File: src/design/rfp_pkg.sv
// Shared types and constants for the RFID ASCII frame parser.
package rfp_pkg;

    localparam int FRAME_CHARS = 12;
    localparam int BYTE_W      = 8;
    localparam int CARD_W      = 32;
    localparam int CFG_INDEX_W = 2;
    localparam int CFG_DATA_W  = 32;

    localparam logic [CFG_INDEX_W-1:0] CFG_START_BYTE  = 2'd0;
    localparam logic [CFG_INDEX_W-1:0] CFG_END_BYTE    = 2'd1;
    localparam logic [CFG_INDEX_W-1:0] CFG_TARGET_CARD = 2'd2;

    localparam logic [BYTE_W-1:0] START_BYTE_RST = 8'h02;
    localparam logic [BYTE_W-1:0] END_BYTE_RST   = 8'h03;

    localparam logic [BYTE_W-1:0] ASCII_UPPER_A = 8'h41;
    localparam logic [BYTE_W-1:0] ASCII_ZERO    = 8'h30;
    localparam logic [BYTE_W-1:0] HEX_TEN       = 8'd10;

    typedef struct packed {
        logic [BYTE_W-1:0] start_byte;
        logic [BYTE_W-1:0] end_byte;
        logic [CARD_W-1:0] target_card;
    } rfp_cfg_t;

    typedef struct packed {
        logic              checksum_ok;
        logic [CARD_W-1:0] card_number;
        logic              card_match;
    } rfp_result_t;

endpackage

File: src/design/rfp_frame_fsm.sv
// Frame state machine: start detect, hex decode, checksum and card shift.
module rfp_frame_fsm
    import rfp_pkg::*;
(
    input  logic              clk,
    input  logic              rst_n,
    input  logic              accept,
    input  logic [BYTE_W-1:0] rx_byte,
    input  rfp_cfg_t          cfg,
    output logic              result_valid,
    output rfp_result_t       result
);

    localparam logic [1:0] PH_IDLE     = 2'd0;
    localparam logic [1:0] PH_COLLECT  = 2'd1;
    localparam logic [1:0] PH_WAIT_END = 2'd2;

    localparam logic [3:0] LAST_CHAR_COUNT = 4'(FRAME_CHARS);

    logic [1:0]        phase_reg, phase_next;
    logic [3:0]        char_count_reg, char_count_next;
    logic [3:0]        high_nibble_reg, high_nibble_next;
    logic [BYTE_W-1:0] xor_sum_reg, xor_sum_next;
    logic [CARD_W-1:0] card_shift_reg, card_shift_next;
    logic [BYTE_W-1:0] check_byte_reg, check_byte_next;

    logic [BYTE_W-1:0] digit;
    logic [BYTE_W-1:0] pair_value;
    logic [2:0]        pair_idx;
    logic [3:0]        count_inc;
    logic              sum_ok;

    always_comb
    begin
        if (rx_byte >= ASCII_UPPER_A)
        begin
            digit = rx_byte - ASCII_UPPER_A + HEX_TEN;
        end
        else
        begin
            digit = rx_byte - ASCII_ZERO;
        end
    end

    assign pair_value = {high_nibble_reg, 4'b0000} + digit;
    assign pair_idx   = char_count_reg[3:1];
    assign count_inc  = char_count_reg + 4'd1;
    assign sum_ok     = (xor_sum_reg == check_byte_reg);

    always_comb
    begin
        phase_next       = phase_reg;
        char_count_next  = char_count_reg;
        high_nibble_next = high_nibble_reg;
        xor_sum_next     = xor_sum_reg;
        card_shift_next  = card_shift_reg;
        check_byte_next  = check_byte_reg;
        result_valid     = 1'b0;
        result.checksum_ok = sum_ok;
        result.card_number = sum_ok ? card_shift_reg : '0;
        result.card_match  = sum_ok && (card_shift_reg == cfg.target_card);

        if (accept)
        begin
            unique case (phase_reg)
                PH_COLLECT:
                begin
                    if ((rx_byte == cfg.start_byte) || (rx_byte == cfg.end_byte))
                    begin
                        phase_next = PH_IDLE;
                    end
                    else
                    begin
                        if (!char_count_reg[0])
                        begin
                            high_nibble_next = digit[3:0];
                        end
                        else
                        begin
                            if (pair_idx < 3'd5)
                            begin
                                xor_sum_next = xor_sum_reg ^ pair_value;
                            end
                            if ((pair_idx >= 3'd1) && (pair_idx <= 3'd4))
                            begin
                                card_shift_next = {card_shift_reg[CARD_W-BYTE_W-1:0],
                                                   pair_value};
                            end
                            if (pair_idx == 3'd5)
                            begin
                                check_byte_next = pair_value;
                            end
                        end
                        char_count_next = count_inc;
                        if (count_inc >= LAST_CHAR_COUNT)
                        begin
                            phase_next = PH_WAIT_END;
                        end
                    end
                end
                PH_WAIT_END:
                begin
                    phase_next   = PH_IDLE;
                    result_valid = (rx_byte == cfg.end_byte);
                end
                default:
                begin
                    // idle, and the unused code behaves as idle
                    if (rx_byte == cfg.start_byte)
                    begin
                        phase_next       = PH_COLLECT;
                        char_count_next  = '0;
                        high_nibble_next = '0;
                        xor_sum_next     = '0;
                        card_shift_next  = '0;
                        check_byte_next  = '0;
                    end
                    else
                    begin
                        phase_next = PH_IDLE;
                    end
                end
            endcase
        end
    end

    always_ff @(posedge clk or negedge rst_n)
    begin
        if (!rst_n)
        begin
            phase_reg       <= PH_IDLE;
            char_count_reg  <= '0;
            high_nibble_reg <= '0;
            xor_sum_reg     <= '0;
            card_shift_reg  <= '0;
            check_byte_reg  <= '0;
        end
        else
        begin
            phase_reg       <= phase_next;
            char_count_reg  <= char_count_next;
            high_nibble_reg <= high_nibble_next;
            xor_sum_reg     <= xor_sum_next;
            card_shift_reg  <= card_shift_next;
            check_byte_reg  <= check_byte_next;
        end
    end

endmodule

File: config.mk
export PLATFORM = sky130hd
export DESIGN_NAME = rfp_frame_fsm
export DESIGN_NICKNAME = d
export VERILOG_FILES = /design/src/design/rfp_pkg.sv /design/src/design/rfp_frame_fsm.sv
export SDC_FILE = /design/constraint.sdc
export NUM_CORES = 1
export LEC_CHECK = 0
export BUFFER_PORTS_ARGS = -buffer_cell sky130_fd_sc_hd__buf_2
export CAP_MARGIN = 20
export CELL_PAD_IN_SITES_DETAIL_PLACEMENT = 1
export CELL_PAD_IN_SITES_GLOBAL_PLACEMENT = 1
export CORE_UTILIZATION = 36
export CTS_CLUSTER_SIZE = 10
export DETAILED_ROUTE_END_ITERATION = 10
export MAX_ROUTING_LAYER = met4
export PLACE_DENSITY_LB_ADDON = 0.12
export SYNTH_ARGS = -nofsm -noshare
export SYNTH_HDL_FRONTEND = slang
export SYNTH_SLANG_ARGS = --single-unit
File: constraint.sdc
create_clock -name clk -period 2.2 [get_ports clk]
set_clock_uncertainty 0.1 [all_clocks]
set_input_delay 0.11 -clock clk [delete_from_list [all_inputs] [get_ports clk]]
set_output_delay 0.11 -clock clk [all_outputs]
set_load 0.02 [all_outputs]
==> results.toml <==
[placed_design]
gp_congestion = 0.817
port_buffers = 93
dpl.hpwl_mm = 8.47

[timing]
finalSetupTns_ns = -1.74
fin_crit_sh_pct = 115
hold_violations = 0
rsz0062_at_grt = "yes"
fin_crit_ns = 2.52
finalSetupViolCount = 9
slew_headroom_pct = 53.7
worst_slack_ns = -0.325
worstMarginPinSlew_ns = 0.694
drv_slew = 0
max_freq_mhz = 396
holdWs_ns = 0.253

[worst_setup_path]
crit_type = "primary input to flip-flop"
end_kind = "flip-flop"
critical_path_arrival_ns = 2.63
worstPathRequired_ns = 2.31
crit_top_cell = "xnor2_2"
path_cells = "buf_12 -> inv_12 -> ha_4 -> or4b_4 -> a311oi_4 -> a211o_1 -> nand2_1 -> xor2_1 -> ha_1 -> a21oi_2 -> xnor2_2 -> xnor2_2 -> o211ai_1 -> o31ai_1"
worst_path_max_delay_cell = "or4b_4"
cp-start-kind = "primary input"
cp_max_fo = 4
critical_path.max_stage_delay_ns = 0.49

[cells_and_area]
diodes = 0
seq_area_sq_mm = 0.00145
fill_cells = 1203
layout.nets = 625
syn_to_final_growth_pct = 40.1
largest_register_ffs = 32
drive_gt1_share_pct = 37.9
post-route-util_pct = 51.9
final_common_cell = "buf_2"
final_cell_mix = "91 x buf_2, 61 x nand2_1, 58 x dfrtp_1"
multi_input_area_sq_mm = 0.00244

[floorplan]
die_area_sq_mm = 0.0110
core_sq_mm = 0.0103
num_rows = 37
die_h_um = 105
initial_core_util_pct = 37.0
die_x_um = 105
io_pins = 94

[clock_tree]
cts_buffer_depth = 2
clock_latency_ns = 0.33
clockRootBuffer = "clkbuf_8"
cts_buffers = 9
clk_pin_slew_ns = 0.07
cts_max_level = 3
cts_sinks = 58
tritoncts = "done"

[min_path]
hp-class = "primary input to asynchronous set/reset pin"

[pwr]
p_per_area_mw_per_mm2 = 822
ir_drop_v = 0.000342
p_leak_nw = 2.54
finalPower_w = 0.00440

[routing]
drtPass1Iterations = 5
drc = 0
vias = 3546
post_drt_wl_per_cell_um = 17.4
via_per_inst = 5.12
wl_mm = 12.1
drtAntennaViolNets = 0
drt_iter0_markers = 133

[grt]
grt_overflow = 0
grt_antenna_before_repair = 0
grt_usage_pct = 22.7
grt_pass1_vias = 3622
grt_pass1_wl_mm = 19.0
grt_max_degree = 56

[synth]
synth-edff-count = 0
syn_avg_cell_area_sq_um = 9.02
synth_top_area_share_pct = 38.0
yosysWarnings = 0
syn_nets = 496
ys_types = 42
ys_ff_latch = 58
synth_area_leaders = "dfrtp_1 38%, xnor2_1 14%, mux2i_1 6.3%, nand2_1 6.2%, and2_1 5.2%"
synth_flop_cell = "dfrtp_1"
synth_area_sq_mm = 0.00382
synth_area_leader_cell = "dfrtp_1"
synthArstFlopShare_pct = 100
synthCells = 424
yosysSeqAreaShare_pct = 38.0

[outcome]
violations = "negative setup slack"
status = "complete, but fails checks"

[job]
maxCapViolations = 0
## final cells by class
cell class	count	share of cell area (%)
timing repair buffer	144	19.7
multi-input combinational	327	45.6
tap	136	3.18
clock inverter	3	0.280
inverter	13	1.19
sequential	58	27.1
clock buffer	12	2.90
## cells by family (layout without fill, tap and decap cells)
logic type	Yosys count	in the layout	synth area share [%]
XOR/XNOR	65	65	14.9
adder cells (fa/ha/maj)	13	13	4.45
flip-flops	58	58	38.0
multiplexers	25	25	6.58
AND/OR/NAND/NOR	169	169	23.0
AO/OA/AOI/OAI	55	55	8.64
buffers and inverters	39	172	4.42
## layer usage
metal	part of all wire, %	GRT usage (%)	vias to the layer above
met3	4.3	3.43	12
met5	0	-	-
met2	53	39.5	110
li1	-	-	1685
met4	1.2	5.23	0
met1	42	27.6	1739
## repair_timing
item / CTS / global route
resized for setup: 21 / 60
hold endpoints to repair: 26 / 0
hold buffers: 2 / 0
cloned: 1 / 4
setup buffers: 3 / 5
pin swaps: 12 / 31
setup endpoints to repair: 20 / 80
## power breakdown
part / internal [W] / leakage (nW) / total [W] / switching, W
Combinational: 0.000888 / 1.69 / 0.00167 / 0.000777
Sequential: 0.00141 / 0.763 / 0.00186 / 0.000450
Clock: 0.000459 / 0.0920 / 0.000879 / 0.000421
Total: 0.00275 / 2.54 / 0.00440 / 0.00165
## stage by stage
| stage | area [sq um] | worst slack, ns | instances |
|---|---|---|---|
| global placement | 4750 | -0.711 | 663 |
| global route | 5350 | -0.425 | 693 |
| floorplan | 3900 | -0.528 | 424 |
| finish | 5350 | -0.325 | 693 |
| detailed placement | 4750 | -0.834 | 663 |
| CTS | 5080 | -0.343 | 684 |
## cells in the mapped netlist (all sizes together) (5+ instances only)
cell / number
and2: 33
nand3: 29
clkbuf: 17
buf: 9
nor2: 5
xnor2: 62
inv: 13
mux2i: 24
a21oi: 7
nand4: 15
nand2b: 7
o21ai: 35
ha: 12
nand2: 63
dfrtp: 58
## worst max-delay path, delay by kind of cell
family | cells | cell delay (ns)
AOI/OAI and AO/OA | 5 | 0.98
adders and majority gates | 2 | 0.44
and+or+nand+nor | 2 | 0.57
buffers and inverters | 2 | 0.12
xor gates and xnor gates | 3 | 0.41
## final timing paths
| path | startpoint | to | slack [ns] | depth (start not counted) |
|---|---|---|---|---|
| max | rx_byte[1] | xor_sum_reg[7] | -0.32 | 14 |
| min in group clk | cfg[44] | char_count_reg[3] | 0.30 | 6 |
| min | rst_n | card_shift_reg[18] | 0.25 | 2 |
| max in group asynchronous | rst_n | xor_sum_reg[0] | 1.02 | 3 |
| min reg2reg | xor_sum_reg[4] | xor_sum_reg[4] | 0.40 | 1 |
| max reg2reg | phase_reg[1] | card_shift_reg[6] | -0.02 | 10 |
No activity file was read; power rests on OpenSTA's default activity.
